==> config.mk <==
export PLATFORM = sky130hd
export DESIGN_NAME = bhns_queue
export DESIGN_NICKNAME = d
export VERILOG_FILES = /design/src/rtl/core/bhns_pkg.sv /design/src/rtl/core/bhns_queue.sv
export SDC_FILE = /design/constraint.sdc
export NUM_CORES = 1
export LEC_CHECK = 0
export BUFFER_PORTS_ARGS = -buffer_cell sky130_fd_sc_hd__buf_2
export CAP_MARGIN = 20
export CORE_MARGIN = 1.5
export CORE_UTILIZATION = 47
export DETAILED_ROUTE_END_ITERATION = 10
export PLACE_DENSITY = 0.86
export SLEW_MARGIN = 40
export SYNTH_ARGS = -nofsm -noshare
export SYNTH_HDL_FRONTEND = slang
export SYNTH_SLANG_ARGS = --single-unit
==> constraint.sdc <==
create_clock -name clk -period 9.89 [get_ports clk]
set_clock_uncertainty 0.1 [all_clocks]
set_input_delay 1.978 -clock clk [delete_from_list [all_inputs] [get_ports clk]]
set_output_delay 1.978 -clock clk [all_outputs]
set_load 0.02 [all_outputs]
==> src/rtl/core/bhns_pkg.sv <==
// ----------------------------------------------------------------------------
// bhns_pkg: shared types and constants for the best heading neighbour select
// Holds the beat structs on each side, the queue entry and the number ranges.
// ----------------------------------------------------------------------------
package bhns_pkg;

	localparam int unsigned TreeNodesDefault = 65536;
	localparam int unsigned DiffW = 33;   // sample minus position
	localparam int unsigned SqW   = 68;   // sum of three squares
	localparam int unsigned NumW  = 66;   // magnitude of the dot product
	localparam int unsigned LenW  = 34;   // integer square root

	typedef struct packed {
		logic signed [31:0] sample_x;
		logic signed [31:0] sample_y;
		logic signed [31:0] sample_z;
		logic signed [31:0] node_pos_x;
		logic signed [31:0] node_pos_y;
		logic signed [31:0] node_pos_z;
		logic signed [31:0] node_vel_x;
		logic signed [31:0] node_vel_y;
		logic signed [31:0] node_vel_z;
		logic        [15:0] node_index;
		logic               last_candidate;
	} in_beat_t;

	typedef struct packed {
		logic        [15:0] best_index;
		logic signed [31:0] best_score;
	} out_beat_t;

	// classified work handed from front to back
	typedef struct packed {
		logic signed [DiffW-1:0] dx;
		logic signed [DiffW-1:0] dy;
		logic signed [DiffW-1:0] dz;
		logic signed [31:0]      vx;
		logic signed [31:0]      vy;
		logic signed [31:0]      vz;
		logic        [15:0]      idx;
		logic                    scored;   // index inside the tree
		logic                    last;
	} job_t;

endpackage

==> src/rtl/core/bhns_queue.sv <==
// ----------------------------------------------------------------------------
// bhns_queue: two-entry queue between front and back
// Lets the front take a new beat while the back is still busy.
// ----------------------------------------------------------------------------
module bhns_queue import bhns_pkg::*; (
	input  logic clk,
	input  logic arst_n,
	input  job_t wr_job,
	input  logic wr_valid,
	output logic wr_take,
	output job_t rd_job,
	output logic rd_valid,
	input  logic rd_take
);
	job_t       mem_q [2];
	logic       wp_q, rp_q;
	logic [1:0] cnt_q;
	logic       wr, rd;

	assign wr_take  = wr_valid && (cnt_q != 2'd2);
	assign wr       = wr_take;
	assign rd       = rd_take && (cnt_q != 2'd0);
	assign rd_valid = (cnt_q != 2'd0);
	assign rd_job   = mem_q[rp_q];

	always_ff @(posedge clk or negedge arst_n) begin
		if (!arst_n) begin
			wp_q  <= 1'b0;
			rp_q  <= 1'b0;
			cnt_q <= 2'd0;
		end else begin
			if (wr) wp_q <= ~wp_q;
			if (rd) rp_q <= ~rp_q;
			cnt_q <= cnt_q + 2'(wr) - 2'(rd);
		end
	end

	always_ff @(posedge clk) begin
		if (wr) mem_q[wp_q] <= wr_job;
	end
endmodule

==> impl_metrics.env <==
export IMPL_status="completed"
export IMPL_overflow=0
export IMPL_synth_top_area_share_pct=78.8
export IMPL_drcViolationCount=0
export IMPL_yosys_area_top_type="edfxtp_1"
export IMPL_power_density_nw_per_um2=317
export IMPL_critPathMaxFanout=107
export IMPL_syn_num_nets=902
export IMPL_grt_max_degree=108
export IMPL_num_vias=8011
export IMPL_gp_congestion=0.749
export IMPL_crit_required_ns=7.81
export IMPL_arrival_ns=2.80
export IMPL_viasPerCell=4.91
export IMPL_io_pins=432
export IMPL_drive_gt1_share_pct=60.7
export IMPL_instances_no_fill=1630
export IMPL_place_area_um2=18800
export IMPL_synth_async_reset_ratio_pct=0.930
export IMPL_drtAntennaViolNets=0
export IMPL_r2r_end="mem_q[1][133]$_DFFE_PP_"
export IMPL_synth_common_cells="edfxtp_1, mux2_4, mux2_2"
export IMPL_start_util_pct=48.1
export IMPL_end_kind="output port"
export IMPL_netlist_area_um2=16200
export IMPL_peakVddDrop_mv=0.226
export IMPL_period_needed_ns=4.88
export IMPL_yosys_warnings=0
export IMPL_tightest_slew_ns=0.921
export IMPL_cp_start_kind="flop"
export IMPL_post_place_cells=1548
export IMPL_cts_buffers=43
export IMPL_grt_pass1_vias=8403
export IMPL_r2r_start="cnt_q[1]$_DFF_PN0_"
export IMPL_slew_headroom_pct=38.6
export IMPL_grt_total_usage_pct=17.0
export IMPL_drt_iter0_markers=489
export IMPL_cts_root_buf="clkbuf_16"
export IMPL_hpwl_um=21000
export IMPL_wl_um=31500
export IMPL_die_y_um=189
export IMPL_setup_viol=0
export IMPL_routedWlPerCell_um=19.4
export IMPL_yosysMostFrequentCell="edfxtp_1"
export IMPL_post_cts_resized=0
export IMPL_antenna_found_initial=3
export IMPL_endpoint="rd_job[106]"
export IMPL_cts_sinks=430
export IMPL_ys_types=14
export IMPL_cts_setup_buffers=0
export IMPL_holdWs_ns=0.434
export IMPL_dr_pass1_iters=4
export IMPL_hold_buffers=0
export IMPL_cts_tree="built"
export IMPL_cts_reportedPaths_clkPinSlew_ns=0.06
export IMPL_timing_final_ws_setup_ns=5.01
export IMPL_synth_ff_type="edfxtp_1"
export IMPL_p_leak_nw=8.03
export IMPL_path_class="reg -> out"
export IMPL_synth_edf_count=426
export IMPL_cts_max_level=2
export IMPL_synth_area_top_cells="edfxtp_1, mux2_4, mux2_2"
export IMPL_filler_cell_count=2424
export IMPL_cap_violations=0
export IMPL_syn_inst=683
export IMPL_tns_ns=0
export IMPL_avgSynthCellArea_um2=23.8
export IMPL_fin_util_pct=59.9
export IMPL_port_buffer_count=431
export IMPL_design_core_area_um2=33800
export IMPL_dieArea_um2=35700
export IMPL_fin_total_pwr_mw=6.42
export IMPL_final_hold_violation_count=0
export IMPL_rsz0062_at_grt="false"
export IMPL_min_path_type="reg -> reg"
export IMPL_drv_slew=0
export IMPL_design_area_um2=20200
export IMPL_rrSetupSlack_ns=7.36
export IMPL_rr_worst_depth=5
export IMPL_place_ws_ns=5.06
export IMPL_cts_path_max_buffers=3
export IMPL_ys_seq_area_share_pct=79.4
export IMPL_grt_first_pass_wirelength_um=46100
export IMPL_areaGrowthSynthToFinish_pct=24.7
export IMPL_fmax_ghz=0.205
export IMPL_clk_latency_ns=0.52
export IMPL_ys_ff_latch=430
export IMPL_period_share_pct=49.3
export IMPL_die_x_um=189
export IMPL_rows=67
export IMPL_nets=1364
export IMPL_setup_worst_path_start="rp_q$_DFFE_PN0P_"
kinds of logic after synthesis:
family / synth area share (%)
adders and majority gates: 0.154
buffers and inverters: 1.59
muxes: 18.5
DFF: 79.4
AOI/OAI and AO/OA: 0.0308
xor gates and xnor gates: 0.216
and+or+nand+nor: 0.123
worst min-delay path by stage:
stage	depth (start not counted)	slack, ns	endpoint	from
floorplan	1	0.36	cnt_q[1]$_DFF_PN0_	cnt_q[1]$_DFF_PN0_
global placement	1	0.39	cnt_q[1]$_DFF_PN0_	cnt_q[1]$_DFF_PN0_
detailed placement	1	0.41	cnt_q[1]$_DFF_PN0_	cnt_q[1]$_DFF_PN0_
CTS	1	0.43	cnt_q[1]$_DFF_PN0_	cnt_q[1]$_DFF_PN0_
global route	1	0.45	cnt_q[1]$_DFF_PN0_	cnt_q[1]$_DFF_PN0_
finish	1	0.43	cnt_q[1]$_DFF_PN0_	cnt_q[1]$_DFF_PN0_
layout by cell type (no fill, tap or decap), drive strengths merged:
| master | netlist | final |
|---|---|---|
| buf | 24 | 441 |
| edfxtp | 426 | 426 |
| mux2 | 213 | 213 |
| clkbuf | 0 | 59 |
| clkinv | 0 | 13 |
| inv | 5 | 7 |
| bufinv | 0 | 4 |
| dfrtp | 4 | 4 |
| diode | 0 | 3 |
| xnor2 | 3 | 3 |
| nor2 | 2 | 2 |
| ha | 2 | 2 |
| o21ai | 1 | 1 |
| or2 | 1 | 1 |
| and2 | 1 | 1 |
| xor2 | 1 | 1 |
| clkinvlp | 0 | 1 |
critical path: stages, from the launching register on:
cell	delay, ns
dfrtp_4	0.92
buf_12	0.52
mux2_4	0.38
buf_2	0.17
state kept, by name, summed over array words and instances, names as in the netlist:
name   flops
mem_q    426
cnt_q      2
rp_q       1
wp_q       1
where the power goes:
part           switching (mW)  internal, mW
clock                   0.638         0.955
combinational            1.26         0.936
sequential              0.141          2.49
area by class of cell:
| class | count | area [µm²] | share of cell area [%] |
|---|---|---|---|
| flip-flops and latches | 430 | 12900 | 63.7 |
| well taps | 448 | 561 | 2.77 |
| repair buffers | 441 | 2260 | 11.2 |
| inverters | 5 | 18.8 | 0.0927 |
| clock buffers | 59 | 1200 | 5.92 |
| multi-input cells | 224 | 3100 | 15.3 |
| diodes | 3 | 7.51 | 0.0371 |
| clock inverters | 20 | 204 | 1.01 |
layer usage:
metal	routed length (µm)	GRT usage (%)	share of wire, %
met5	0	0	0
met4	856	6.38	2.7
met3	2040	4.17	6.5
met2	16900	31.1	53
met1	11800	19.1	37
No activity file was read; power rests on OpenSTA's default activity.
