===== config.mk =====
export PLATFORM = sky130hd
export DESIGN_NAME = bhns_front
export DESIGN_NICKNAME = d
export VERILOG_FILES = /design/src/rtl/core/bhns_pkg.sv /design/src/rtl/core/bhns_front.sv
export SDC_FILE = /design/constraint.sdc
export NUM_CORES = 1
export LEC_CHECK = 0
export BUFFER_PORTS_ARGS = -buffer_cell sky130_fd_sc_hd__buf_2
export CAP_MARGIN = 10
export CORE_AREA = 2 2 206 208
export DETAILED_ROUTE_END_ITERATION = 12
export DIE_AREA = 0 0 208 210
export PLACE_DENSITY = 0.63
export RECOVER_POWER = 100
export SLEW_MARGIN = 10
export SYNTH_ARGS = -nofsm -noshare
export SYNTH_HDL_FRONTEND = slang
export SYNTH_SLANG_ARGS = --single-unit

===== constraint.sdc =====
create_clock -name clk -period 7.8 [get_ports clk]
set_clock_uncertainty 0.05 [all_clocks]
set_input_delay 0 -clock clk [delete_from_list [all_inputs] [get_ports clk]]
set_output_delay 0 -clock clk [all_outputs]
set_load 0.05 [all_outputs]

===== src/rtl/core/bhns_pkg.sv =====
// ----------------------------------------------------------------------------
// bhns_pkg: shared types and constants for the best heading neighbour select
// Holds the beat structs on each side, the queue entry and the number ranges.
// ----------------------------------------------------------------------------
package bhns_pkg;

	localparam int unsigned TreeNodesDefault = 65536;
	localparam int unsigned DiffW = 33;   // sample minus position
	localparam int unsigned SqW   = 68;   // sum of three squares
	localparam int unsigned NumW  = 66;   // magnitude of the dot product
	localparam int unsigned LenW  = 34;   // integer square root

	typedef struct packed {
		logic signed [31:0] sample_x;
		logic signed [31:0] sample_y;
		logic signed [31:0] sample_z;
		logic signed [31:0] node_pos_x;
		logic signed [31:0] node_pos_y;
		logic signed [31:0] node_pos_z;
		logic signed [31:0] node_vel_x;
		logic signed [31:0] node_vel_y;
		logic signed [31:0] node_vel_z;
		logic        [15:0] node_index;
		logic               last_candidate;
	} in_beat_t;

	typedef struct packed {
		logic        [15:0] best_index;
		logic signed [31:0] best_score;
	} out_beat_t;

	// classified work handed from front to back
	typedef struct packed {
		logic signed [DiffW-1:0] dx;
		logic signed [DiffW-1:0] dy;
		logic signed [DiffW-1:0] dz;
		logic signed [31:0]      vx;
		logic signed [31:0]      vy;
		logic signed [31:0]      vz;
		logic        [15:0]      idx;
		logic                    scored;   // index inside the tree
		logic                    last;
	} job_t;

endpackage


===== src/rtl/core/bhns_front.sv =====
// ----------------------------------------------------------------------------
// bhns_front: input stage
// Registers the input beat, forms the direction and checks the index range.
// ----------------------------------------------------------------------------
module bhns_front import bhns_pkg::*; #(
	parameter int unsigned TREE_NODES = TreeNodesDefault
) (
	input  logic     clk,
	input  logic     arst_n,
	input  in_beat_t in_beat,
	input  logic     push,
	output logic     full,
	output job_t     job,
	output logic     job_valid,
	input  logic     job_take
);
	logic valid_q;
	job_t job_q;
	logic in_range;

	// node_index is 16 bits; compare against the tree size in a 32 bit space
	assign in_range = ({16'd0, in_beat.node_index} < 32'(TREE_NODES));
	assign full = valid_q && !job_take;

	always_ff @(posedge clk or negedge arst_n) begin
		if (!arst_n) begin
			valid_q <= 1'b0;
		end else if (push && !full) begin
			valid_q <= 1'b1;
		end else if (job_take) begin
			valid_q <= 1'b0;
		end
	end

	always_ff @(posedge clk) begin
		if (push && !full) begin
			job_q.dx     <= DiffW'(in_beat.sample_x) - DiffW'(in_beat.node_pos_x);
			job_q.dy     <= DiffW'(in_beat.sample_y) - DiffW'(in_beat.node_pos_y);
			job_q.dz     <= DiffW'(in_beat.sample_z) - DiffW'(in_beat.node_pos_z);
			job_q.vx     <= in_beat.node_vel_x;
			job_q.vy     <= in_beat.node_vel_y;
			job_q.vz     <= in_beat.node_vel_z;
			job_q.idx    <= in_beat.node_index;
			job_q.scored <= in_range;
			job_q.last   <= in_beat.last_candidate;
		end
	end

	assign job = job_q;
	assign job_valid = valid_q;
endmodule


==> results.json <==
{
  "drt-initial-drc-count": 546,
  "routed_via_density": 4.585,
  "fin_nets": 2211,
  "placed_cell_area_mm2": 0.01494,
  "max_stage_delay_ns": 2.88,
  "reg2regPathDepth": 3,
  "post-route-period-util": 0.6180,
  "drt_wl_total_um": 40500,
  "dp_hpwl_um": 30060,
  "power_leakage_nw": 7.805,
  "clock_sinks": 213,
  "cts_buffer_depth": 3,
  "slew_headroom": -1.699,
  "antenna_found_initial": 5,
  "hold_start": "in_beat[299]",
  "die_width_um": 208,
  "cts_tree": "done",
  "dr.pass1.iters": 5,
  "power_density_mw_per_mm2": 208.3,
  "nFillCells": 3986,
  "htreeDepth": 1,
  "numCtsBuffers": 27,
  "internal-power_mw": 2.526,
  "crit_slowest_cell": "clkbuf_1",
  "crit_chain": "nand2b_1 > and2_4 > clkbuf_1",
  "grt_pass1_wl_um": 60440,
  "drc": 0,
  "synth_top_flop_cell": "edfxtp_1",
  "r2r_end": "job[8]$_DFFE_PP_",
  "tightest_slew_ns": 4.049,
  "layout-area-overhead-vs-synth_pct": 54.70,
  "swShare": 0.3299,
  "synth-seq-cells": 213,
  "grt.total_usage": 0.1750,
  "async_reset_ff_frac": 0.004695,
  "syn-cell-area_mm2": 0.01170,
  "synth_nets": 1409,
  "seq_area_frac_synth": 0.5464,
  "coreArea_mm2": 0.04148,
  "synth_edf_count": 212,
  "hold_slack_ns": -0.0007029,
  "hold_violations": 1,
  "clockRootBuffer": "clkbuf_16",
  "fp.dieH_um": 210,
  "combPwrFrac": 0.291,
  "critPathLaunchType": "flop",
  "violations": "hold timing, capacitance limit, slew limit",
  "ios": 524,
  "ir_drop_mv": 0.1621,
  "worstPathRequired_ns": 7.82,
  "period_needed_ns": 4.821,
  "numPortBuffers": 522,
  "arrival_ns": 4.84,
  "seq_power_share": 0.379,
  "design_area_mm2": 0.01810,
  "postCtsSetupRepairBufs": 0,
  "cp.buffers_inverters": 1,
  "via_count": 10850,
  "grt_max_degree": 75,
  "reg2reg_slack_ns": 2.98,
  "clock_power_share": 0.331,
  "finalSetupViolations": 0,
  "crit_fanout": 74,
  "hp-class": "input port to flop",
  "status": "finished with violations",
  "end_kind": "flop",
  "tns_ns": 0,
  "instances_no_fill": 2366,
  "clkTransAtPathRegs_ns": 0.06,
  "p_sw_mw": 1.244,
  "ctsResizeCount": 0,
  "rsz0062_at_grt": "no",
  "synth_warnings": 0,
  "syn-instance-count": 1001,
  "path_delay_family": "buffers and inverters",
  "avgSynthCellArea_um2": 11.69,
  "grt_pass1_vias": 11020,
  "drive_above_1_share": 0.1865,
  "initial_core_util": 0.2820,
  "placedCellCount": 2050,
  "wire_per_inst_um": 17.12,
  "worstSetupPathType": "flop to flop",
  "clk_latency_ns": 0.55,
  "die_area_mm2": 0.04368,
  "num_rows": 75,
  "min_path_cells": 3,
  "maxCapViolCount": 2,
  "ctsHoldBuffers": 263,
  "gp_congestion": 0.9243,
  "slew_violations": 142,
  "fmax_ghz": 0.2074,
  "ant_nets": 0,
  "yosysUniqueCellTypes": 76,
  "grt-ovfl-total": 0,
  "r2r-start": "job_valid$_DFFE_PN0P_",
  "hold_end": "job[206]$_DFFE_PP_"
}
-- worst max path at each step --
| stage | start | end | slack, ns | depth (start not counted) |
|---|---|---|---|---|
| after detailed placement | in_beat[178] | job[209]$_DFFE_PP_ | 4.82 | 12 |
| after global routing | job_valid$_DFFE_PN0P_ | job[83]$_DFFE_PP_ | 2.43 | 3 |
| final | job_valid$_DFFE_PN0P_ | job[8]$_DFFE_PP_ | 2.98 | 3 |
| after global placement | in_beat[273] | job[206]$_DFFE_PP_ | 4.87 | 13 |
| after CTS | in_beat[177] | job[212]$_DFFE_PP_ | 4.34 | 14 |
| after floorplan | job_valid$_DFFE_PN0P_ | job[0]$_DFFE_PP_ | 1.56 | 2 |
-- layout by cell type, fill, tap and decap left out, types with 5 or more instances in the layout --
master / instances
a211oi_1: 7
a21boi_0: 5
a21o_1: 44
a21oi_1: 75
a31oi_1: 9
and2_1: 5
and3_1: 9
and4_1: 6
buf_2: 285
clkbuf_1: 242
clkbuf_16: 27
clkinv_1: 6
clkinvlp_4: 6
dlygate4sd3_1: 263
edfxtp_1: 212
ha_1: 96
inv_1: 125
nand2_1: 38
nand2b_1: 9
nand3_1: 31
nand4_1: 8
nor2_1: 58
nor2b_1: 12
nor3_1: 15
o21a_1: 13
o21ai_0: 39
o21bai_1: 8
o31ai_1: 6
or2_2: 8
or3_1: 7
xnor2_1: 48
xor2_1: 27
-- state kept, by name, summed over array words and instances, names as in the netlist --
register and count:
job 212, job_valid 1
-- layer usage --
metal,up-vias,global-route usage,wire length (um)
met5,-,0,8
met4,2,0.06261,1345
met3,77,0.03010,2329
met2,384,0.3125,20020
met1,5107,0.2119,16790
li1,5278,-,-
-- synthesized netlist by cell type, types with 4 or more instances --
master	instances	area share
edfxtp_1	212	0.54
inv_1	125	0.040
ha_1	96	0.10
a21oi_1	74	0.032
nor2_1	58	0.019
xnor2_1	48	0.036
a21o_1	44	0.028
nand2_1	38	0.012
nand3_1	30	0.013
xor2_1	27	0.020
o21ai_0	26	0.011
nor3_1	15	0.0064
o21ai_1	15	0.0064
o21a_1	13	0.0083
nor2b_1	12	0.0064
clkbuf_1	11	0.0035
a31oi_1	9	0.0048
and3_1	9	0.0048
nand2b_1	9	0.0048
and2_1	8	0.0043
nand4_1	8	0.0043
or2_2	8	0.0043
a211oi_1	7	0.0045
o21bai_1	7	0.0045
or3_1	7	0.0037
and4_1	6	0.0045
a211o_1	4	0.0030
-- worst register-to-register path, stage by stage (launching register included) --
cell and delay (ns):
dfrtp_1 0.39, nand2b_1 0.12, and2_4 0.81, clkbuf_1 2.89
-- cell type report --
cell class	instances	area, um2	share of cell area
tap	539	674.4	0.03727
timing repair buffer	787	4956	0.2739
clock inverter	19	196.4	0.01086
multi-input combinational	649	4712	0.2604
sequential	213	6391	0.3532
inverter	125	469.2	0.02593
clock buffer	30	686.9	0.03796
antenna	4	10.01	0.0005531
-- kinds of logic after synthesis --
family                     count (synthesis)  share of synthesized area
and+or+nand+nor                          221                    0.09637
DFF                                      213                     0.5464
AOI/OAI and AO/OA                        250                     0.1452
adders and majority gates                 99                     0.1078
muxes                                      3                   0.002674
other                                      1                  0.0003206
xor gates and xnor gates                  75                    0.05616
buffers and inverters                    139                    0.04514
-- power groups by stage --
stage | Combinational (mW) | Clock [mW] | Sequential, mW
final | 1.10 | 1.25 | 1.43
after global routing | 1.18 | 1.32 | 1.44
after CTS | 1.13 | 1.29 | 1.42
after detailed placement | 0.985 | 0 | 1.44
after global placement | 0.977 | 0 | 1.44
after floorplan | 0.382 | 0 | 1.77
-- through the flow --
step | setup WS [ns] | utilization | hold slack [ns] | power [mW]
finish | 2.979 | 0.4363 | -0.0007029 | 3.770
global route | 2.426 | 0.4363 | 0.02335 | 3.932
CTS | 4.343 | 0.4450 | 0.0002120 | 3.837
detailed placement | 4.816 | 0.3603 | -0.2720 | 2.427
global placement | 4.869 | 0.3603 | -0.2744 | 2.418
floorplan | 1.556 | - | -0.3456 | 2.149
Note: power is estimated with default switching activity, not from simulation.
